[src/tsc_pkg.sv]
// Shared types and codes for the threshold scaler with cooldown.
package tsc_pkg;

    localparam int COUNT_W  = 10;
    localparam int METRIC_W = 32;
    localparam int WAIT_W   = 16;
    localparam int CFG_W    = 32;
    localparam int INDEX_W  = 3;
    localparam int OP_W     = 2;
    localparam int IN_DATA_W  = 48;
    localparam int OUT_DATA_W = 48;

    typedef enum logic [OP_W-1:0] {
        OP_PLAN   = 2'd0,
        OP_RECORD = 2'd1,
        OP_TICK   = 2'd2
    } op_t;

    typedef enum logic [1:0] {
        DEC_NONE = 2'd0,
        DEC_UP   = 2'd1,
        DEC_DOWN = 2'd2
    } decision_t;

    typedef enum logic [2:0] {
        RSN_IN_RANGE      = 3'd0,
        RSN_BELOW_MIN     = 3'd1,
        RSN_UP            = 3'd2,
        RSN_UP_COOLDOWN   = 3'd3,
        RSN_DOWN          = 3'd4,
        RSN_DOWN_COOLDOWN = 3'd5,
        RSN_NO_METRIC     = 3'd6
    } reason_t;

    typedef enum logic [INDEX_W-1:0] {
        REG_MIN_COUNT      = 3'd0,
        REG_MAX_COUNT      = 3'd1,
        REG_STEP_SIZE      = 3'd2,
        REG_UP_THRESHOLD   = 3'd3,
        REG_DOWN_THRESHOLD = 3'd4,
        REG_UP_COOLDOWN    = 3'd5,
        REG_DOWN_COOLDOWN  = 3'd6
    } reg_index_t;

    typedef struct packed {
        logic [COUNT_W-1:0]         mn;
        logic [COUNT_W-1:0]         mx;
        logic [COUNT_W-1:0]         st;
        logic signed [METRIC_W-1:0] up_th;
        logic signed [METRIC_W-1:0] down_th;
        logic [WAIT_W-1:0]          up_cd;
        logic [WAIT_W-1:0]          down_cd;
    } limits_t;

    typedef struct packed {
        logic [OP_W-1:0]            op;
        logic [COUNT_W-1:0]         cur;
        logic signed [METRIC_W-1:0] metric;
        logic                       metric_valid;
        logic [1:0]                 applied;
    } item_t;

    typedef struct packed {
        logic up_active;
        logic down_active;
    } cd_status_t;

    typedef struct packed {
        logic                       plan_ok;
        logic [1:0]                 decision;
        logic [COUNT_W-1:0]         desired;
        logic [2:0]                 reason;
        logic signed [METRIC_W-1:0] seen;
    } result_t;

endpackage

[src/tsc_cfg_regs.sv]
// Configuration registers and the effective replica limits derived from them.
module tsc_cfg_regs
    import tsc_pkg::*;
#(
    parameter int REPLICA_LIMIT = 1023
)
(
    input  logic               clk,
    input  logic               rst_n,
    input  logic               cfg_we,
    input  logic [INDEX_W-1:0] cfg_index,
    input  logic [CFG_W-1:0]   cfg_data,
    output limits_t            limits
);

    localparam logic [16:0] MAX_EXT = 17'(REPLICA_LIMIT);

    logic [COUNT_W-1:0]  min_reg;
    logic [COUNT_W-1:0]  max_reg;
    logic [COUNT_W-1:0]  step_reg;
    logic [METRIC_W-1:0] up_th_reg;
    logic [METRIC_W-1:0] down_th_reg;
    logic [WAIT_W-1:0]   up_cd_reg;
    logic [WAIT_W-1:0]   down_cd_reg;

    logic [COUNT_W-1:0] mn_fix;
    logic [COUNT_W-1:0] mn_eff;
    logic [COUNT_W-1:0] mx_fix;
    logic [COUNT_W-1:0] mx_eff;
    logic [COUNT_W-1:0] st_fix;

    function automatic logic [COUNT_W-1:0] clamp_limit(input logic [COUNT_W-1:0] v);
        logic [16:0] v_ext;
        v_ext = 17'(v);
        return (v_ext > MAX_EXT) ? MAX_EXT[COUNT_W-1:0] : v;
    endfunction

    always_ff @(posedge clk or negedge rst_n)
    begin
        if (!rst_n)
        begin
            min_reg     <= COUNT_W'(1);
            max_reg     <= COUNT_W'(1);
            step_reg    <= COUNT_W'(1);
            up_th_reg   <= '0;
            down_th_reg <= '0;
            up_cd_reg   <= '0;
            down_cd_reg <= '0;
        end
        else if (cfg_we)
        begin
            unique case (reg_index_t'(cfg_index))
                REG_MIN_COUNT:      min_reg     <= cfg_data[COUNT_W-1:0];
                REG_MAX_COUNT:      max_reg     <= cfg_data[COUNT_W-1:0];
                REG_STEP_SIZE:      step_reg    <= cfg_data[COUNT_W-1:0];
                REG_UP_THRESHOLD:   up_th_reg   <= cfg_data[METRIC_W-1:0];
                REG_DOWN_THRESHOLD: down_th_reg <= cfg_data[METRIC_W-1:0];
                REG_UP_COOLDOWN:    up_cd_reg   <= cfg_data[WAIT_W-1:0];
                REG_DOWN_COOLDOWN:  down_cd_reg <= cfg_data[WAIT_W-1:0];
                default:            ;
            endcase
        end
    end

    always_comb
    begin
        mn_fix = (min_reg == '0) ? COUNT_W'(1) : min_reg;
        mn_eff = clamp_limit(mn_fix);
        mx_fix = (max_reg < mn_eff) ? mn_eff : max_reg;
        mx_eff = clamp_limit(mx_fix);
        if (mx_eff < mn_eff)
        begin
            mx_eff = mn_eff;
        end
        st_fix = (step_reg == '0) ? COUNT_W'(1) : step_reg;

        limits.mn      = mn_eff;
        limits.mx      = mx_eff;
        limits.st      = clamp_limit(st_fix);
        limits.up_th   = up_th_reg;
        limits.down_th = down_th_reg;
        limits.up_cd   = up_cd_reg;
        limits.down_cd = down_cd_reg;
    end

endmodule

[src/tsc_cooldown.sv]
// Up and down cooldown counters, loaded by records and counted down by ticks.
module tsc_cooldown
    import tsc_pkg::*;
(
    input  logic       clk,
    input  logic       rst_n,
    input  logic       advance,
    input  item_t      item,
    input  limits_t    limits,
    output cd_status_t status
);

    logic [WAIT_W-1:0] up_wait_reg;
    logic [WAIT_W-1:0] up_wait_next;
    logic [WAIT_W-1:0] down_wait_reg;
    logic [WAIT_W-1:0] down_wait_next;

    always_comb
    begin
        up_wait_next   = up_wait_reg;
        down_wait_next = down_wait_reg;
        unique case (op_t'(item.op))
            OP_RECORD:
            begin
                if (item.applied == DEC_UP)
                begin
                    up_wait_next = limits.up_cd;
                end
                else if (item.applied == DEC_DOWN)
                begin
                    down_wait_next = limits.down_cd;
                end
            end
            OP_TICK:
            begin
                if (up_wait_reg != '0)
                begin
                    up_wait_next = up_wait_reg - WAIT_W'(1);
                end
                if (down_wait_reg != '0)
                begin
                    down_wait_next = down_wait_reg - WAIT_W'(1);
                end
            end
            default: ;
        endcase
    end

    always_ff @(posedge clk or negedge rst_n)
    begin
        if (!rst_n)
        begin
            up_wait_reg   <= '0;
            down_wait_reg <= '0;
        end
        else if (advance)
        begin
            up_wait_reg   <= up_wait_next;
            down_wait_reg <= down_wait_next;
        end
    end

    assign status.up_active   = (up_wait_reg != '0);
    assign status.down_active = (down_wait_reg != '0);

endmodule

[src/tsc_plan.sv]
// Plan evaluation: threshold checks, step and clamp of the replica count.
module tsc_plan
    import tsc_pkg::*;
(
    input  item_t      item,
    input  limits_t    limits,
    input  cd_status_t status,
    output result_t    result
);

    logic [COUNT_W:0]   up_sum;
    logic [COUNT_W-1:0] up_count;
    logic [COUNT_W-1:0] down_raw;
    logic [COUNT_W-1:0] down_count;

    always_comb
    begin
        up_sum   = {1'b0, item.cur} + {1'b0, limits.st};
        up_count = (up_sum > {1'b0, limits.mx}) ? limits.mx : up_sum[COUNT_W-1:0];
        down_raw = (item.cur > limits.st) ? (item.cur - limits.st) : limits.mn;
        down_count = (down_raw < limits.mn) ? limits.mn : down_raw;

        result.plan_ok  = 1'b0;
        result.decision = DEC_NONE;
        result.desired  = item.cur;
        result.reason   = RSN_IN_RANGE;
        result.seen     = '0;

        if (op_t'(item.op) == OP_PLAN)
        begin
            if (!item.metric_valid)
            begin
                result.reason = RSN_NO_METRIC;
            end
            else
            begin
                result.plan_ok = 1'b1;
                result.seen    = item.metric;
                priority if (item.cur < limits.mn)
                begin
                    result.desired  = limits.mn;
                    result.decision = DEC_UP;
                    result.reason   = RSN_BELOW_MIN;
                end
                else if (item.metric >= limits.up_th && item.cur < limits.mx)
                begin
                    if (!status.up_active)
                    begin
                        result.desired  = up_count;
                        result.decision = DEC_UP;
                        result.reason   = RSN_UP;
                    end
                    else
                    begin
                        result.reason = RSN_UP_COOLDOWN;
                    end
                end
                else if (item.metric <= limits.down_th && item.cur > limits.mn)
                begin
                    if (!status.down_active)
                    begin
                        result.desired  = down_count;
                        result.decision = DEC_DOWN;
                        result.reason   = RSN_DOWN;
                    end
                    else
                    begin
                        result.reason = RSN_DOWN_COOLDOWN;
                    end
                end
                else
                begin
                    result.reason = RSN_IN_RANGE;
                end
            end
        end
    end

endmodule

[src/threshold_scaler_with_cooldown.sv]
// Top level of the threshold scaler with cooldown: stream ports and pipeline registers.
// Results are registered: a request passes the input register, then the result register, before m_tvalid.
// Throughput: one request per cycle while m_tready does not stall; input and result registers form a two-stage pipe.
// Cooldown counters update as a request moves from the input to the result register.
// Reset: asynchronous, active low; pipe empty, registers at defaults, counters zero.
module threshold_scaler_with_cooldown
    import tsc_pkg::*;
#(
    parameter int REPLICA_LIMIT = 1023
)
(
    input  logic                  clk,
    input  logic                  rst_n,
    input  logic                  cfg_we,
    input  logic [INDEX_W-1:0]    cfg_index,
    input  logic [CFG_W-1:0]      cfg_data,
    input  logic                  s_tvalid,
    output logic                  s_tready,
    // current_count[9:0], metric_level[41:10], metric_valid[42],
    // applied_decision[44:43], zero fill [47:45]
    input  logic [IN_DATA_W-1:0]  s_tdata,
    // op[1:0]
    input  logic [OP_W-1:0]       s_tuser,
    output logic                  m_tvalid,
    input  logic                  m_tready,
    // plan_ok[0], decision[2:1], desired_count[12:3], reason_code[15:13],
    // metric_seen[47:16]
    output logic [OUT_DATA_W-1:0] m_tdata
);

    limits_t    limits;
    cd_status_t status;
    result_t    result;

    item_t   item_reg;
    logic    in_valid_reg;
    result_t out_reg;
    logic    out_valid_reg;
    logic    advance;

    assign advance  = in_valid_reg && (!out_valid_reg || m_tready);
    assign s_tready = !in_valid_reg || advance;

    always_ff @(posedge clk or negedge rst_n)
    begin
        if (!rst_n)
        begin
            in_valid_reg  <= 1'b0;
            out_valid_reg <= 1'b0;
        end
        else
        begin
            if (s_tready)
            begin
                in_valid_reg <= s_tvalid;
            end
            if (advance)
            begin
                out_valid_reg <= 1'b1;
            end
            else if (m_tready)
            begin
                out_valid_reg <= 1'b0;
            end
        end
    end

    always_ff @(posedge clk)
    begin
        if (s_tvalid && s_tready)
        begin
            item_reg.op           <= s_tuser;
            item_reg.cur          <= s_tdata[9:0];
            item_reg.metric       <= s_tdata[41:10];
            item_reg.metric_valid <= s_tdata[42];
            item_reg.applied      <= s_tdata[44:43];
        end
        if (advance)
        begin
            out_reg <= result;
        end
    end

    tsc_cfg_regs #(
        .REPLICA_LIMIT (REPLICA_LIMIT)
    ) u_cfg (
        .clk       (clk),
        .rst_n     (rst_n),
        .cfg_we    (cfg_we),
        .cfg_index (cfg_index),
        .cfg_data  (cfg_data),
        .limits    (limits)
    );

    tsc_cooldown u_cooldown (
        .clk     (clk),
        .rst_n   (rst_n),
        .advance (advance),
        .item    (item_reg),
        .limits  (limits),
        .status  (status)
    );

    tsc_plan u_plan (
        .item   (item_reg),
        .limits (limits),
        .status (status),
        .result (result)
    );

    assign m_tvalid = out_valid_reg;
    assign m_tdata  = {out_reg.seen, out_reg.reason, out_reg.desired,
                       out_reg.decision, out_reg.plan_ok};

endmodule

[config.mk]
export PLATFORM = sky130hd
export DESIGN_NAME = threshold_scaler_with_cooldown
export DESIGN_NICKNAME = d
export VERILOG_FILES = /design/src/tsc_pkg.sv /design/src/tsc_cfg_regs.sv /design/src/tsc_cooldown.sv /design/src/tsc_plan.sv /design/src/threshold_scaler_with_cooldown.sv
export SDC_FILE = /design/constraint.sdc
export NUM_CORES = 1
export LEC_CHECK = 0
export BUFFER_PORTS_ARGS = -buffer_cell sky130_fd_sc_hd__buf_4
export CELL_PAD_IN_SITES_DETAIL_PLACEMENT = 1
export CELL_PAD_IN_SITES_GLOBAL_PLACEMENT = 2
export CORE_MARGIN = 3
export CORE_UTILIZATION = 25
export DETAILED_ROUTE_END_ITERATION = 8
export PLACE_DENSITY_LB_ADDON = 0.2
export SETUP_SLACK_MARGIN = 0.2
export SLEW_MARGIN = 20
export SYNTH_ARGS = -nofsm -noshare
export SYNTH_HDL_FRONTEND = slang
export SYNTH_HIERARCHICAL = 1
export SYNTH_SLANG_ARGS = --single-unit
export TNS_END_PERCENT = 50
[constraint.sdc]
create_clock -name clk -period 5.59 [get_ports clk]
set_input_delay 0 -clock clk [delete_from_list [all_inputs] [get_ports clk]]
set_output_delay 0 -clock clk [all_outputs]
set_load 0.05 [all_outputs]
==> metrics.md <==
| Metric | Value |
|---|---|
| Gate Count Post-Synth | `1405` |
| Wire per inst | `20.8 um` |
| Post-Synth Simple-Gate Area | `0.118` |
| Fillers | `6563` |
| FMAX | `around 0.18 GHz` |
| Max-Cap Viols | `0` |
| Met3 WL | `1720 um` |
| CP startpoint | `u_cfg/min_reg[7]` |
| Total global-route track usage | `0.165` |
| Area grow syn2layout | `34.7%` |
| Internal Power | `5240 uW` |
| Yosys cell types | `85` |
| Gr ovfl total | `0` |
| R2r setup slk | `0.17 ns` |
| Dpl hpwl | `approximately 38000 um` |
| Synth Area in Compound Gates | `0.139` |
| Crit path to | `m_tdata[9]` |
| Crit Reg-Reg Startpoint | `u_cfg/min_reg[7]` |
| XOR/XNOR share of the synthesized area | `0.00876` |
| CTS max path bufs | `3` |
| Post-DRT Antenna Nets | `0` |
| CP Launch Type | `flip-flop` |
| Final Power | `8340 uW` |
| Starting Density | `0.253` |
| Seq/Total Area, Yosys | `0.457` |
| Inst Count DP | `roughly 2400` |
| CTS Buf Count | `34` |
| Post-synthesis adder-cell area fraction | `0.121` |
| Total number of yosys warnings | `6` |
| Clock Power Share | `0.265` |
| Mux contribution to synthesized area | `0.106` |
| Via-per-instance ratio | `4.81` |
| Critical path capture point type | `flip-flop` |
| Drt initial violations | `477` |
| Die ar. | `0.0630 mm^2` |
| Initial antenna violation count | `2` |
| Post-route DRC | `0` |
| Die X | `251 um` |
| Std-Cell Core Area | `a little under 0.06 mm^2` |
| Crit Path Max Fanout | `8` |
| Clock slew at reported path FFs | `roughly 0.060 ns` |
| Synth Flop Type | `dfrtp_1` |
| Combinational family with the most area after synthesis | `compound AO/OA/AOI/OAI gates` |
| Vias in the first global route | `about 13000` |
| Top routing layer in use | `met4` |
| Post-synth EDFFs | `95` |
| WP data arrival | `5.79 ns` |
| Final Skew | `0.0213 ns` |
| Async S/R FF share, synth | `0.627` |
| Io pins | `140` |
| Slew HR | `0.357` |
| CTS tree | `built` |
| Largest register FFs | `48` |
| Setup violations, final | `0` |
| Switching share of power | `0.372` |
| Kind of critical path | `reg -> reg` |
| Yosys reg bits | `255` |
| Fin crit period | `5.42 ns` |
| Pleak | `slightly below 0.009 uW` |
| Drt first pass iters | `4` |
| Reg2reg path depth | `25` |
| Pwr Density | `413 mW/mm^2` |
| Crit path required time | `5.96 ns` |
| Final worst path period share | `0.970` |
| Final GP Congestion | `0.860` |
| Final Util | `0.341` |
| Met2 wire len | `24900 um` |
| Worst-margin pin slew | `roughly 0.96 ns` |
| RSZ-0062 raised after global routing | `yes` |
| Nets | `about 2000` |
| Syn Area/Cell | `10.7 um^2` |
| Share of power burned in combinational logic | `0.427` |
| Post-DP Area | `0.0175 mm^2` |
| Sink Count | `about 260` |
| Post-Syn Nets | `roughly 1600` |
| Outcome | `complete, no violations` |
| Port Buf Inserts | `136` |
| Final Max Slew Viols | `0` |
| Hold Violations, Final | `0` |
| First-pass GRT wire length | `~80000 um` |
| Fin area | `0.0202 mm^2` |
| Latest clock arrival within the worst-skew pair | `around 0.55 ns` |
| Die height | `251 um` |
| Largest net degree at the start of global routing | `95` |
| Max VDD drop | `0.317 mV` |
| Reg2Reg Capture Point | `m_tdata[9]` |
| Detailed-route via count | `12200` |
| Mapped cell area | `0.0150 mm^2` |
| P_sw | `3100 uW` |
| H-tree depth | `2` |
| Non-Filler Instances | `approximately 2500` |
| CTS root buf | `clkbuf_16` |
| Placement Rows | `89` |
| Routed length on met1 | `roughly 25000 um` |
| Final WL | `52600 um` |
| Share of cells above drive strength 1 | `0.323` |
| Part of the power in registers | `0.308` |
| Hold crit path type | `in -> async` |
## stage by stage
stage	setup WS [ns]	setup TNS [ns]	hold slack, ns
2_1_floorplan	0.256	0	-0.296
3_3_place_gp	-0.0971	-0.432	0.167
3_5_place_dp	-0.138	-0.925	0.177
4_1_cts	0.185	0	0.116
5_1_grt	-0.161	-1.18	0.147
6_report	0.167	0	0.119
## logic make-up after synthesis
| group | count (synthesis) |
|---|---|
| flops | 255 |
| simple gates | 341 |
| mux | 142 |
| compound gates | 324 |
| fa+ha+maj | 144 |
| xor+xnor | 15 |
| buf+inv | 184 |
## synth_stat cells, types with 4 or more instances
master | instances | area share
nor2b_1 | 8 | 0.0033
a21oi_1 | 91 | 0.030
o31a_1 | 4 | 0.0023
nor2_1 | 85 | 0.021
nand2_1 | 78 | 0.020
o22ai_1 | 6 | 0.0025
mux2_2 | 139 | 0.10
nand2b_1 | 11 | 0.0046
buf_2 | 10 | 0.0033
o2bb2ai_1 | 5 | 0.0029
nor3_1 | 32 | 0.011
or3_1 | 5 | 0.0021
nand4b_1 | 4 | 0.0023
ha_1 | 142 | 0.12
and2_1 | 5 | 0.0021
xor2_1 | 4 | 0.0023
a21o_1 | 13 | 0.0065
and3_1 | 35 | 0.015
dfrtp_1 | 157 | 0.26
inv_1 | 118 | 0.030
o21a_1 | 10 | 0.0050
o21ai_0 | 93 | 0.031
o21ai_1 | 7 | 0.0023
o211ai_1 | 11 | 0.0055
nor4_1 | 9 | 0.0038
a2bb2oi_1 | 7 | 0.0041
a31o_2 | 4 | 0.0023
nand3_1 | 20 | 0.0067
o21bai_1 | 6 | 0.0030
xnor2_1 | 11 | 0.0064
a31oi_1 | 10 | 0.0042
nor3b_1 | 6 | 0.0030
and4_1 | 4 | 0.0023
edfxtp_1 | 95 | 0.19
buf_4 | 4 | 0.0020
clkbuf_1 | 45 | 0.011
a221oi_1 | 6 | 0.0035
a41oi_1 | 4 | 0.0023
nand4_1 | 21 | 0.0088
a22oi_1 | 5 | 0.0025
a211oi_1 | 11 | 0.0055
## per-layer routing
layer  vias to the layer above  global-route usage
met3                        55              0.0228
met4                         0              0.0375
li1                       5794                   -
met5                         -                   0
met2                       185               0.279
met1                      6119               0.226
## worst max-delay path, cell delays in order, from the launching register on
cell       delay [ns]
dfrtp_2          0.44
inv_2            0.09
ha_4             0.21
a21o_1           0.17
a21o_1           0.16
a21oi_2          0.18
nand2_2          0.15
mux2_4           0.35
ha_4             0.27
nand4_1          0.15
buf_4            0.18
nor3_4           0.17
a211oi_2         0.08
a22oi_4          0.18
buf_12           0.16
buf_4            0.11
buf_4            0.09
mux2_4           0.31
ha_4             0.26
nand4_1          0.14
o31ai_4          0.31
o2bb2ai_4        0.18
o31ai_4          0.19
a2111oi_2        0.44
a21oi_1          0.09
o211ai_1         0.19
## worst min path at each step
stage                           start                  end  slack (ns)  cells after the start
final                           rst_n  u_cfg/up_th_reg[15]        0.12                      2
after global routing      s_tdata[17]         item_reg[10]        0.15                      2
after CTS                      cfg_we     u_cfg/min_reg[9]        0.12                      5
after detailed placement        rst_n  u_cfg/up_th_reg[15]        0.18                      1
after global placement          rst_n  u_cfg/up_th_reg[15]        0.17                      1
after floorplan                 rst_n         in_valid_reg       -0.30                      0
## placed cells by master, fill, tap and decap left out, types with 26 or more instances in the layout
cell           synthesis  final
inv_1                118    108
buf_4                  4    259
and3_1                35     35
dlygate4sd3_1          1     85
dfrtp_1              157    153
nand2_1               78     77
clkbuf_16              0     35
o21ai_0               93     81
ha_1                 142    127
nor3_1                32     26
mux2_2               139    131
edfxtp_1              95     95
nor2_1                85     76
a21oi_1               91     81
## cell type report
cell class                      instances  area, um^2  share of cell area
Tap cell                              773         967              0.0479
Clock buffer                           41         948              0.0470
Sequential cell                       255        6870               0.340
Inverter                              119         452              0.0224
Multi-Input combinational cell        968        7880               0.390
Timing Repair Buffer                  352        2900               0.144
Clock inverter                         20         185             0.00917
Antenna cell                            1        2.50            0.000124
## power groups by stage
stage / sequential, uW / combinational [uW] / clock [uW]
finish: 2570 / 3560 / 2210
global route: 2620 / 3920 / 2370
CTS: 2570 / 3260 / 2290
detailed placement: 2600 / 3010 / 0
global placement: 2590 / 2980 / 0
floorplan: 2610 / 1830 / 0
## repair_timing
| item | 4_1_cts | 5_1_grt |
|---|---|---|
| buffers inserted | 14 | 12 |
| endpoints found under the hold margin | 267 | 0 |
| setup endpoints to repair | 14 | 15 |
| gates resized for setup | 39 | 66 |
| hold buffers | 85 | 0 |
| pin swaps | 17 | 36 |
| cloned | 2 | 0 |
Power figures use the tool's default switching activity.
